`src/design/avsfd_pkg.sv`:
```
// Package for the A/V sync frame drop/duplicate block.
// Holds widths, limits, register indexes and the controller state type.
// No dependencies.
`default_nettype none

package avsfd_pkg;

    localparam int TC_W     = 32;   // timecodes
    localparam int AB_W     = 20;   // audio bytes per frame
    localparam int RATE_W   = 20;   // audio bytes per second
    localparam int PER_W    = 18;   // frame period, Q.8 ms
    localparam int TOT_W    = 48;   // running audio byte total
    localparam int FC_W     = 32;   // frame count
    localparam int BLK_W    = 14;   // blank frame count
    localparam int DVD_W    = TOT_W + 10;          // total * 1000
    localparam int ACC_W    = FC_W + PER_W + 1;    // signed product
    localparam int VID_W    = ACC_W - 8;           // product / 256
    localparam int TA_W     = TC_W + 2;            // tc - audio end
    localparam int DELTA_W  = DVD_W + 3;           // drift difference
    localparam int CNT_W    = 6;
    localparam int DIV_STEPS = DVD_W;
    localparam int MUL_STEPS = FC_W;

    localparam logic [RATE_W-1:0] RATE_RESET   = RATE_W'(192000);
    localparam logic [PER_W-1:0]  PERIOD_RESET = PER_W'(8533);
    localparam logic [PER_W-1:0]  PERIOD_MIN   = PER_W'(256);

    localparam int SMALL_LIMIT = 500;
    localparam int LARGE_LIMIT = 10000;
    localparam int ROUND_HALF  = 128;
    localparam int ROUND_NEG   = 383;   // half plus 255 for truncation toward zero

    localparam logic [2:0]        RECOVER_WAIT = 3'd6;
    localparam logic signed [3:0] PEND_LARGE   = 4'sd5;

    typedef logic [0:0] t_cfg_idx;
    localparam t_cfg_idx CFG_AUDIO_RATE   = 1'b0;
    localparam t_cfg_idx CFG_FRAME_PERIOD = 1'b1;

    typedef enum logic [3:0] {
        S_IDLE,
        S_LOAD,
        S_RUN,
        S_VID,
        S_D1,
        S_D2,
        S_DEC,
        S_BLANK,
        S_FIN
    } t_state;

endpackage

`default_nettype wire

```
`src/design/av_sync_frame_drop_dup.sv`:
```
// Top level of the A/V sync frame drop/duplicate block; uses avsfd_pkg.
// Per request: load, the 58-step bit-serial divide for the audio buffer time (with the
// frame count multiply beside it), video time, drift, decision, blank frames when a
// recovery inserts them, then the result; a result stall holds the final state.
// A new request is accepted only in idle, after the previous result is loaded.
// Reset (i_rst_n, synchronous, active low) clears sync state, out valid; presets config.
`default_nettype none

module av_sync_frame_drop_dup (
    input  wire logic                          i_clk,
    input  wire logic                          i_rst_n,
    // request channel
    input  wire logic                          i_in_valid,
    output logic                               o_in_stall,
    input  wire logic [avsfd_pkg::TC_W-1:0]    i_frame_timecode_ms,
    input  wire logic [avsfd_pkg::AB_W-1:0]    i_audio_bytes,
    input  wire logic [avsfd_pkg::TC_W-1:0]    i_audio_end_ms,
    // result channel
    output logic                               o_out_valid,
    input  wire logic                          i_out_stall,
    output logic [avsfd_pkg::TC_W-1:0]         o_fixed_timecode_ms,
    output logic [avsfd_pkg::BLK_W-1:0]        o_blank_frames,
    output logic                               o_audio_written,
    output logic [1:0]                         o_video_copies,
    // configuration write
    input  wire logic                          i_cfg_valid,
    output logic                               o_cfg_ready,
    input  wire avsfd_pkg::t_cfg_idx           i_cfg_index,
    input  wire logic [avsfd_pkg::RATE_W-1:0]  i_cfg_data
);

    localparam int DW = avsfd_pkg::DELTA_W;
    localparam int AW = avsfd_pkg::ACC_W;

    avsfd_pkg::t_state r_state, n_state;

    logic [avsfd_pkg::RATE_W-1:0] r_rate;
    logic [avsfd_pkg::PER_W-1:0]  r_period;

    logic [avsfd_pkg::TC_W-1:0]   r_last;
    logic [avsfd_pkg::TOT_W-1:0]  r_total;
    logic [avsfd_pkg::FC_W-1:0]   r_fc;
    logic signed [3:0]            r_pending;
    logic [2:0]                   r_recover;

    logic [avsfd_pkg::TC_W-1:0]   r_tc;
    logic [avsfd_pkg::TC_W-1:0]   r_aend;
    logic                         r_aw;
    logic signed [avsfd_pkg::TA_W-1:0] r_ta;
    logic [avsfd_pkg::DVD_W-1:0]  r_dvd;
    logic [avsfd_pkg::RATE_W-1:0] r_rem;
    logic [avsfd_pkg::FC_W-1:0]   r_fc_sh;
    logic signed [AW-1:0]         r_acc;
    logic [avsfd_pkg::CNT_W-1:0]  r_cnt;
    logic signed [avsfd_pkg::VID_W-1:0] r_vid;
    logic signed [DW-1:0]         r_delta;
    logic [avsfd_pkg::BLK_W-1:0]  r_blank_rem;
    logic [avsfd_pkg::BLK_W-1:0]  r_blanks;

    logic                         r_out_valid;
    logic [avsfd_pkg::TC_W-1:0]   r_out_tc;
    logic [avsfd_pkg::BLK_W-1:0]  r_out_blanks;
    logic                         r_out_aw;
    logic [1:0]                   r_out_copies;

    // effective configuration
    logic [avsfd_pkg::PER_W-1:0]  per_eff;
    logic [avsfd_pkg::RATE_W-1:0] rate_eff;
    logic [9:0]                   fint;

    assign per_eff  = (r_period < avsfd_pkg::PERIOD_MIN) ? avsfd_pkg::PERIOD_MIN : r_period;
    assign rate_eff = (r_rate == '0) ? avsfd_pkg::RATE_W'(1) : r_rate;
    assign fint     = per_eff[avsfd_pkg::PER_W-1:8];

    logic in_acc, out_free;
    assign in_acc   = i_in_valid && !o_in_stall;
    assign out_free = !r_out_valid || !i_out_stall;

    // monotonic timecode and saturating audio total
    logic [avsfd_pkg::TC_W:0]   tc_sum;
    logic [avsfd_pkg::TC_W-1:0] tc_fix;
    logic [avsfd_pkg::TOT_W:0]  tot_sum;

    assign tc_sum  = {1'b0, r_last} + {23'b0, fint};
    assign tc_fix  = (i_frame_timecode_ms >= r_last) ? i_frame_timecode_ms :
                     (tc_sum[avsfd_pkg::TC_W] ? '1 : tc_sum[avsfd_pkg::TC_W-1:0]);
    assign tot_sum = {1'b0, r_total} + {29'b0, i_audio_bytes};

    // restoring divide step, one quotient bit per cycle
    logic [avsfd_pkg::RATE_W:0] rem_sh, rem_nx;
    logic                       div_ge;

    assign rem_sh = {r_rem, r_dvd[avsfd_pkg::DVD_W-1]};
    assign div_ge = rem_sh >= {1'b0, rate_eff};
    assign rem_nx = div_ge ? (rem_sh - {1'b0, rate_eff}) : rem_sh;

    // MSB-first signed shift-add multiply, sign bit weighs negative
    logic signed [AW-1:0] mul_add, acc_nx;
    assign mul_add = r_fc_sh[avsfd_pkg::FC_W-1] ? $signed({33'b0, per_eff}) : '0;
    assign acc_nx  = (r_cnt == '0) ? ((r_acc <<< 1) - mul_add) : ((r_acc <<< 1) + mul_add);

    // rounding of count * period / 256, truncated toward zero
    logic signed [AW-1:0] vid_y;
    assign vid_y = r_acc + ((r_acc < -AW'(avsfd_pkg::ROUND_HALF)) ?
                            AW'(avsfd_pkg::ROUND_NEG) : AW'(avsfd_pkg::ROUND_HALF));

    // drift decision
    logic                 d_neg, d_small, d_large;
    logic signed [DW-1:0] d_mag;
    logic signed [3:0]    dec_pend;
    logic [2:0]           dec_rec;
    logic                 dec_blank;

    assign d_neg   = r_delta[DW-1];
    assign d_mag   = d_neg ? -r_delta : r_delta;
    assign d_small = (d_mag < DW'(avsfd_pkg::SMALL_LIMIT)) &&
                     ({1'b0, d_mag[8:0], 8'b0} >= per_eff);
    assign d_large = !d_neg && (r_delta >= DW'(avsfd_pkg::SMALL_LIMIT)) &&
                     (r_delta < DW'(avsfd_pkg::LARGE_LIMIT));

    always_comb begin
        dec_pend  = 4'sd0;
        dec_rec   = 3'd0;
        dec_blank = 1'b0;
        if (d_small) begin
            dec_pend = d_neg ? -4'sd1 : 4'sd1;
        end else if (d_large) begin
            if (r_recover == 3'd0) begin
                dec_pend = avsfd_pkg::PEND_LARGE;
                dec_rec  = avsfd_pkg::RECOVER_WAIT;
            end else if (r_recover == 3'd1) begin
                dec_blank = 1'b1;
            end else begin
                dec_pend = r_pending;
                dec_rec  = r_recover - 3'd1;
            end
        end
    end

    // blank insertion: one frame period off the remaining lead per cycle
    logic blank_more;
    assign blank_more = {r_blank_rem, 8'b0} > {4'b0, per_eff};

    // copies and frame count at the end of the request
    logic [1:0]        fin_copies;
    logic signed [3:0] fin_pend;
    always_comb begin
        if (r_pending < 0) begin
            fin_copies = 2'd0;
            fin_pend   = r_pending + 4'sd1;
        end else if (r_pending > 0) begin
            fin_copies = 2'd2;
            fin_pend   = r_pending - 4'sd1;
        end else begin
            fin_copies = 2'd1;
            fin_pend   = r_pending;
        end
    end

    // state register
    always_ff @(posedge i_clk) begin
        if (!i_rst_n) begin
            r_state <= avsfd_pkg::S_IDLE;
        end else begin
            r_state <= n_state;
        end
    end

    always_comb begin
        n_state    = r_state;
        o_in_stall = (r_state != avsfd_pkg::S_IDLE);
        case (r_state)
            avsfd_pkg::S_IDLE:  if (i_in_valid) n_state = avsfd_pkg::S_LOAD;
            avsfd_pkg::S_LOAD:  n_state = avsfd_pkg::S_RUN;
            avsfd_pkg::S_RUN: begin
                if (r_cnt == avsfd_pkg::CNT_W'(avsfd_pkg::DIV_STEPS - 1))
                    n_state = avsfd_pkg::S_VID;
            end
            avsfd_pkg::S_VID:   n_state = avsfd_pkg::S_D1;
            avsfd_pkg::S_D1:    n_state = avsfd_pkg::S_D2;
            avsfd_pkg::S_D2:    n_state = avsfd_pkg::S_DEC;
            avsfd_pkg::S_DEC:   n_state = dec_blank ? avsfd_pkg::S_BLANK : avsfd_pkg::S_FIN;
            avsfd_pkg::S_BLANK: if (!blank_more) n_state = avsfd_pkg::S_FIN;
            avsfd_pkg::S_FIN:   if (out_free) n_state = avsfd_pkg::S_IDLE;
            default:            n_state = avsfd_pkg::S_IDLE;
        endcase
    end

    // configuration and sync state
    always_ff @(posedge i_clk) begin
        if (!i_rst_n) begin
            r_rate    <= avsfd_pkg::RATE_RESET;
            r_period  <= avsfd_pkg::PERIOD_RESET;
            r_last    <= '0;
            r_total   <= '0;
            r_fc      <= '0;
            r_pending <= 4'sd0;
            r_recover <= 3'd0;
        end else begin
            if (i_cfg_valid && o_cfg_ready) begin
                case (i_cfg_index)
                    avsfd_pkg::CFG_AUDIO_RATE:   r_rate   <= i_cfg_data;
                    avsfd_pkg::CFG_FRAME_PERIOD: r_period <= i_cfg_data[avsfd_pkg::PER_W-1:0];
                    default: ;
                endcase
            end
            if (in_acc) begin
                r_last  <= tc_fix;
                r_total <= tot_sum[avsfd_pkg::TOT_W] ? '1 : tot_sum[avsfd_pkg::TOT_W-1:0];
            end
            if (r_state == avsfd_pkg::S_DEC) begin
                r_pending <= dec_pend;
                r_recover <= dec_rec;
            end
            if (r_state == avsfd_pkg::S_FIN && out_free) begin
                r_pending <= fin_pend;
                r_fc      <= r_fc + {18'b0, r_blanks} + {30'b0, fin_copies};
            end
        end
    end

    // working registers
    always_ff @(posedge i_clk) begin
        case (r_state)
            avsfd_pkg::S_IDLE: begin
                r_tc   <= tc_fix;
                r_aend <= i_audio_end_ms;
                r_aw   <= (i_audio_bytes != '0);
            end
            avsfd_pkg::S_LOAD: begin
                // total * 1000 = total * 1024 - total * 16 - total * 8
                r_dvd   <= {r_total, 10'b0} - {6'b0, r_total, 4'b0} - {7'b0, r_total, 3'b0};
                r_rem   <= '0;
                r_fc_sh <= r_fc;
                r_acc   <= '0;
                r_cnt   <= '0;
                r_ta    <= $signed({2'b0, r_tc}) - $signed({2'b0, r_aend});
            end
            avsfd_pkg::S_RUN: begin
                r_rem <= rem_nx[avsfd_pkg::RATE_W-1:0];
                r_dvd <= {r_dvd[avsfd_pkg::DVD_W-2:0], div_ge};
                if (r_cnt < avsfd_pkg::CNT_W'(avsfd_pkg::MUL_STEPS)) begin
                    r_acc   <= acc_nx;
                    r_fc_sh <= {r_fc_sh[avsfd_pkg::FC_W-2:0], 1'b0};
                end
                r_cnt <= r_cnt + 1'b1;
            end
            avsfd_pkg::S_VID: r_vid <= vid_y[AW-1:8];
            // delta = audio buffer time - video time + (tc - audio end)
            avsfd_pkg::S_D1: begin
                r_delta <= $signed({3'b0, r_dvd}) -
                           $signed({{(DW - avsfd_pkg::VID_W){r_vid[avsfd_pkg::VID_W-1]}}, r_vid});
            end
            avsfd_pkg::S_D2: begin
                r_delta <= r_delta +
                           $signed({{(DW - avsfd_pkg::TA_W){r_ta[avsfd_pkg::TA_W-1]}}, r_ta});
            end
            avsfd_pkg::S_DEC: begin
                r_blank_rem <= r_delta[avsfd_pkg::BLK_W-1:0];
                r_blanks    <= '0;
            end
            avsfd_pkg::S_BLANK: begin
                if (blank_more) begin
                    r_blank_rem <= r_blank_rem - {4'b0, fint};
                    r_blanks    <= r_blanks + 1'b1;
                end
            end
            default: ;
        endcase
    end

    // result register
    always_ff @(posedge i_clk) begin
        if (!i_rst_n) begin
            r_out_valid <= 1'b0;
        end else if (r_state == avsfd_pkg::S_FIN && out_free) begin
            r_out_valid <= 1'b1;
        end else if (!i_out_stall) begin
            r_out_valid <= 1'b0;
        end
    end

    always_ff @(posedge i_clk) begin
        if (r_state == avsfd_pkg::S_FIN && out_free) begin
            r_out_tc     <= r_tc;
            r_out_blanks <= r_blanks;
            r_out_aw     <= r_aw;
            r_out_copies <= fin_copies;
        end
    end

    assign o_out_valid         = r_out_valid;
    assign o_fixed_timecode_ms = r_out_tc;
    assign o_blank_frames      = r_out_blanks;
    assign o_audio_written     = r_out_aw;
    assign o_video_copies      = r_out_copies;
    assign o_cfg_ready         = 1'b1;

    // checks
    a_recover_range: assert property (@(posedge i_clk) disable iff (!i_rst_n)
        r_recover <= avsfd_pkg::RECOVER_WAIT)
        else $error("recovery wait out of range");

    a_pending_range: assert property (@(posedge i_clk) disable iff (!i_rst_n)
        (r_pending >= -4'sd1) && (r_pending <= avsfd_pkg::PEND_LARGE))
        else $error("pending adjust out of range");

    a_copies_code: assert property (@(posedge i_clk) disable iff (!i_rst_n)
        o_out_valid |-> (o_video_copies != 2'd3))
        else $error("bad copies code");

    a_blank_normal: assert property (@(posedge i_clk) disable iff (!i_rst_n)
        (o_out_valid && (o_blank_frames != '0)) |-> (o_video_copies == 2'd1))
        else $error("blank insertion with drop or duplicate");

    a_load_when_free: assert property (@(posedge i_clk) disable iff (!i_rst_n)
        (r_out_valid && i_out_stall) |=> ($stable(r_out_tc) && $stable(r_out_copies)))
        else $error("waiting result overwritten");

endmodule

`default_nettype wire
```
`config.mk`:
```
export PLATFORM = sky130hd
export DESIGN_NAME = av_sync_frame_drop_dup
export DESIGN_NICKNAME = d
export VERILOG_FILES = /design/src/design/avsfd_pkg.sv /design/src/design/av_sync_frame_drop_dup.sv
export SDC_FILE = /design/constraint.sdc
export NUM_CORES = 2
export LEC_CHECK = 0
export BUFFER_PORTS_ARGS = -buffer_cell sky130_fd_sc_hd__buf_2
export CORE_ASPECT_RATIO = 1.1
export CORE_MARGIN = 4
export CORE_UTILIZATION = 40
export DETAILED_ROUTE_END_ITERATION = 10
export GPL_ROUTABILITY_DRIVEN = 0
export PLACE_DENSITY = 0.64
export SKIP_CTS_REPAIR_TIMING = 1
export SLEW_MARGIN = 20
export SYNTH_ARGS = -nofsm -noshare
export SYNTH_HDL_FRONTEND = slang
export SYNTH_SLANG_ARGS = --single-unit
```
`constraint.sdc`:
```
create_clock -name i_clk -period 14 [get_ports i_clk]
set_input_delay 0.7 -clock i_clk [delete_from_list [all_inputs] [get_ports i_clk]]
set_output_delay 0.7 -clock i_clk [all_outputs]
set_load 0.1 [all_outputs]
```
Word level (Yosys, flattened, before mapping)
Index checks and enable logic that the tools add are counted.

word-level totals
  word-level logic and storage cells = 153
  bits of input ports = 110
  register bits = 608
  output and inout port bits = 52

cells by class
  magnitude comparators = 12
  add/sub/neg operators = 20
  bitwise logic cells = 1
  equality and inequality tests = 19
  reduce and logical (&&, ||, !) cells = 26
  muxes and demuxes = 49

operators by type and width
  cell                                                                            number
  61-bit case mux with 2 select lines                                             1
  58-bit case mux with 2 select lines                                             1
  51-bit 2-to-1 mux                                                               2
  51-bit case mux with 2 select lines                                             1
  32-bit 2-to-1 mux                                                               3
  32-bit case mux with 2 select lines                                             1
  61-bit by 33-bit adder with 61-bit output                                       1
  61-bit by 10-bit >= comparator with 1-bit output, second input constant         1
  61-bit by 10-bit less-than comparator with 1-bit output, second input constant  1
  61-bit by 15-bit less-than comparator with 1-bit output, second input constant  1
  61-bit 2-to-1 mux                                                               1
  61-bit negation                                                                 1
  59-bit by 43-bit subtractor with 60-bit output                                  1
  58-bit by 51-bit subtractor with 58-bit output                                  1
  58-bit by 52-bit subtractor with 58-bit output                                  1
  4-bit 2-to-1 mux                                                                14
  14-bit case mux with 2 select lines                                             2
  51-bit by 10-bit adder with 51-bit output                                       1
  51-bit by 19-bit adder with 51-bit output                                       1
  51-bit by 8-bit less-than comparator with 1-bit output, second input constant   1
  51-bit by 19-bit subtractor with 51-bit output                                  1
  48-bit by 20-bit adder with 49-bit output                                       1
  48-bit 2-to-1 mux                                                               1
  20-bit 2-to-1 mux                                                               2
  52 further kinds                                                                85

Longest topological paths before layout
  word-level depth = 7
  mapped depth = 21
  depth with buffers taken out = 21

Least setup slack after synthesis
No wires, ideal clock.

  kind = reg-to-reg
  start = register r_state[1]
  end = register r_acc[0], enable pin
  path buffers = 3
  data arrival time = 7092 ps
  library setup time = 639 ps
  period minus slack after synthesis = 7731 ps
  slack = 6269 ps
  data required time = 13361 ps
  stages on the path, launching flop included = 7
  path through = dfxtp_1 clkbuf_1 nor2b_1 nand2_1 clkbuf_1 clkbuf_1 o21ai_0

on the way
  longest elaborated chain between the ends = 3
  elaborated cells on any way between the ends = 5
  classes of those cells = eq/ne (3); reduce/logical (2)

ends and longest elaborated chain
  what                                                                                                              line                           text
  from (decl)                                                                                                       av_sync_frame_drop_dup.sv:35   avsfd_pkg::t_state r_state, n_state;
  from (signal assigned)                                                                                            av_sync_frame_drop_dup.sv:163  r_state <= avsfd_pkg::S_IDLE;
  from (signal assigned)                                                                                            av_sync_frame_drop_dup.sv:165  r_state <= n_state;
  4-bit by 2-bit equality test with 1-bit output or 4-bit by 1-bit equality test with 1-bit output (tied branches)  av_sync_frame_drop_dup.sv:224  case (r_state)
  2-bit != test (no source line) or 2-bit nonzero test (tied branches)                                              n/a
  2-bit AND reduction (no source line) *                                                                            n/a
  to (signal assigned)                                                                                              av_sync_frame_drop_dup.sv:243  r_acc <= acc_nx;
  to (decl)                                                                                                         av_sync_frame_drop_dup.sv:53   logic signed [AW-1:0] r_acc;

Mark *: on every way between the ends. The rest lies on a longest branch, timed or not.
A chain may end at the register's enable or synchronous reset.

Final worst setup path
  start = register r_fc_sh[31] in the netlist's numbering
  end = register r_acc[48], data pin

on the way
  longest elaborated chain between the ends = 5
  elaborated cells on any way between the ends = 6
  classes of those cells = add/sub (2); mux (4)

ends and longest elaborated chain
  what                                                                                                         line                           text
  from (decl)                                                                                                  av_sync_frame_drop_dup.sv:52   logic [avsfd_pkg::FC_W-1:0] r_fc_sh;
  from (signal assigned)                                                                                       av_sync_frame_drop_dup.sv:234  r_fc_sh <= r_fc;
  from (signal assigned)                                                                                       av_sync_frame_drop_dup.sv:244  r_fc_sh <= {r_fc_sh[avsfd_pkg::FC_W-2:0], 1'b0};
  18-bit 2-to-1 mux *                                                                                          av_sync_frame_drop_dup.sv:99   assign mul_add = r_fc_sh[avsfd_pkg::FC_W-1] ? $signed({33'b0, per_eff}) : '0;
  51-bit by 19-bit adder with 51-bit output or 51-bit by 19-bit subtractor with 51-bit output (tied branches)  av_sync_frame_drop_dup.sv:100  assign acc_nx = (r_cnt == '0) ? ((r_acc <<< 1) - mul_add) : ((r_acc <<< 1) + mul_add);
  51-bit 2-to-1 mux *                                                                                          av_sync_frame_drop_dup.sv:100
  51-bit 2-to-1 mux *                                                                                          av_sync_frame_drop_dup.sv:242  if (r_cnt < avsfd_pkg::CNT_W'(avsfd_pkg::MUL_STEPS)) begin
  51-bit case mux with 2 select lines *                                                                        av_sync_frame_drop_dup.sv:224

Mark *: on every way between the ends. The rest lies on a longest branch, timed or not. The select of a mux whose other input is x is not followed.

==> reports/results.txt <==
Hold Vio Cnt, Final: 0
Family with the most delay on the worst path: compound AO/OA/AOI/OAI gates
Most frequent cell after synthesis: nand2_1
Total negative slack: 0 ns
Clock buffer depth: 3
Slew @ Worst Pin: 1.07 ns
# port buffers: 160
RSZ-0062 raised after global routing: false
Skew final: 0.0512 ns
Core Area: 0.116 mm2
Min-Delay Path Class: in -> reg
Post-synthesis async set-or-reset flop share: 0
Fillers: 11,300
Req. time, crit path: 14.39 ns
Syn avg cell area: 8.69 um2
CP endpoint kind: flip-flop
Htree depth: 3
Top cell by count, worst path: a21o_1
Post-Synthesis Cells: 5,405
Clock root buffer: clkbuf_16
Mapped Area: 0.0470 mm2
Initial core utilization: 0.404
CP Class: reg -> reg
Top cell type by total area after synthesis: edfxtp_1
Post-synth top area share: 0.285
Die Ht: 367 um
Synth-to-Final Area Change: 9.64%
Post-synth EDFFs: 446
CP Cell Sequence: inv_1 > a31oi_1 > buf_4 > nand2_1 > fa_1 > a21o_1 > a21o_1 > a21o_1 > o31a_1 > a211oi_1 > a2111o_1 > o2111ai_1 > or4_1 > a21boi_0 > nor2_1 > xnor2_1 > nor2_1
Footprint of the multi-input gates: 0.0281 mm2
Cell variety after synth: 94
Drc violations: 0
Final wirelength: 142,000 um
Status: finished, final reports clean
Drt first pass iters: 6
Clock sinks: 608
Antenna viol nets, final: 0
Initial antenna violation count: 4
# nets final: 6,001
Buf/Inv on CP: 2
Dominant cells by area after synthesis: edfxtp_1, ha_1, dfxtp_1, a21oi_1, xnor2_1
Lkg Pwr: 20.7 nW
Row cnt: 131
Tot Pwr: 12.4 mW
Worst path max stage delay: 0.60 ns
Flops & latches, synth: 608
CTS tree: done
Pwr/cell area: 242 mW/mm2
Global route overflow: 0
DR iter-0 viols: 3,688
Final setup fails: 0
Slowest stage cell, crit path: or4_1
CP Launch Type: flip-flop
DR vias: 40,800
Crit path DAT: 5.41 ns
Reg area: 0.0166 mm2
Final worst path period share: 0.358
Die area: 0.123 mm2
Max Freq: 199 MHz
Seq/Total Area, Yosys: 0.354
Syn_nets: 5,989
HPWL after DPL: 108,000 um
Vias in the first global route: 39,200
Post-DR wirelength/cell: 20.2 um
Share of cells above drive strength 1: 0.0723
Slew Viols, Final: 0
First-pass GRT wire length: 220,000 um
Shortest period the worst path allows: 5.02 ns
Die Width: 335 um
Total track usage: 0.223
CP max FO: 11
Later-pin clock latency in the skew report: 0.67 ns
Commonest cells in the synthesized netlist: nand2_1, nor2_1, a21oi_1, edfxtp_1, ha_1
Ys Warns: 0
Largest net degree at the start of global routing: 90
Primary FF master, synth: edfxtp_1
Maxcap violations: 0
Vias/cell: 5.83
# IOs: 162
Worst-path clk slew: 0.06 ns
Max VDD drop: 0.000147 V
Max_slew headroom: 0.280
TritonCTS buffer count: 72
## final cells by class
type                       instances  share of cell area
antenna                            4            0.000194
tap                             1529              0.0371
timing repair buffer             199              0.0215
sequential                       608               0.323
clock inverter                    42              0.0101
clock buffer                      90              0.0373
inverter                         333              0.0243
multi-input combinational       4203               0.546
## cells in the final DEF, fill, tap and decap left out, drive strengths merged, types with 47 or more instances in the layout
cell / instances
nand2: 546
nor2: 498
a21oi: 491
edfxtp: 446
ha: 420
inv: 334
o21ai: 301
xnor2: 241
buf: 199
a21o: 163
dfxtp: 162
nand3: 151
xor2: 143
nor3: 113
a31oi: 103
nand4: 92
clkbuf: 90
and3: 74
nand2b: 64
nor2b: 64
nor4: 63
fa: 54
o21a: 48
or3: 47
## through the flow
stage	setup slack (ns)	cell area (um2)	utilization	hold WS, ns	std cells
4_1_cts	9.09	51500	0.442	0.150	7003
3_3_place_gp	9.13	49000	0.421	0.400	6871
2_1_floorplan	6.27	47000	-	0.400	5405
6_report	8.98	51500	0.443	0.195	7008
5_1_grt	8.75	51500	0.443	0.174	7005
3_5_place_dp	9.14	49000	0.421	0.406	6871
## sequential cells by signal, indices dropped and copies added (netlist names), 14 cells and up
signal and count:
r_rem 20, r_delta 61, r_last 32, r_acc 51
o_blank_frames 14, r_fc_sh 32, o_fixed_timecode_ms 32, r_dvd 58
r_period 18, r_total 48, r_tc 32, r_fc 32
r_ta 33, r_blank_rem 14, r_aend 32, r_rate 20
r_vid 43, r_blanks 14
## routing by layer
layer	wire (um)	GRT usage	vias to the layer above
met5	0	0	-
met4	7770	0.114	0
met3	9940	0.0358	399
met2	64900	0.365	1519
met1	59300	0.285	19400
li1	-	-	19600
## cells by family after synthesis
| group | count (synthesis) | synth area share |
|---|---|---|
| xor gates and xnor gates | 384 | 0.0716 |
| AOI/OAI and AO/OA | 1460 | 0.194 |
| adders and majority gates | 474 | 0.135 |
| other | 1 | 0.0000798 |
| muxes | 41 | 0.00884 |
| and+or+nand+nor | 1843 | 0.188 |
| buffers and inverters | 594 | 0.0484 |
| DFF | 608 | 0.354 |
## report_power, final
part | switching (mW) | leakage [nW] | total [mW] | internal, mW
clock | 0.838 | 1.17 | 1.94 | 1.11
combinational | 4.27 | 14.0 | 7.00 | 2.73
sequential | 0.602 | 5.49 | 3.50 | 2.90
total | 5.71 | 20.7 | 12.4 | 6.74
## path summary, 6_finish.rpt
check / from / endpoint / slack (ns) / depth (start not counted)
worst max register to register: r_fc_sh[31] / r_acc[48] / 8.98 / 17
worst min register to register: r_aw / o_audio_written / 0.42 / 0
worst max-delay path: r_fc_sh[31] / r_acc[48] / 8.98 / 17
worst min-delay path: i_audio_end_ms[10] / r_aend[10] / 0.19 / 1
No activity file was read; power rests on OpenSTA's default activity.
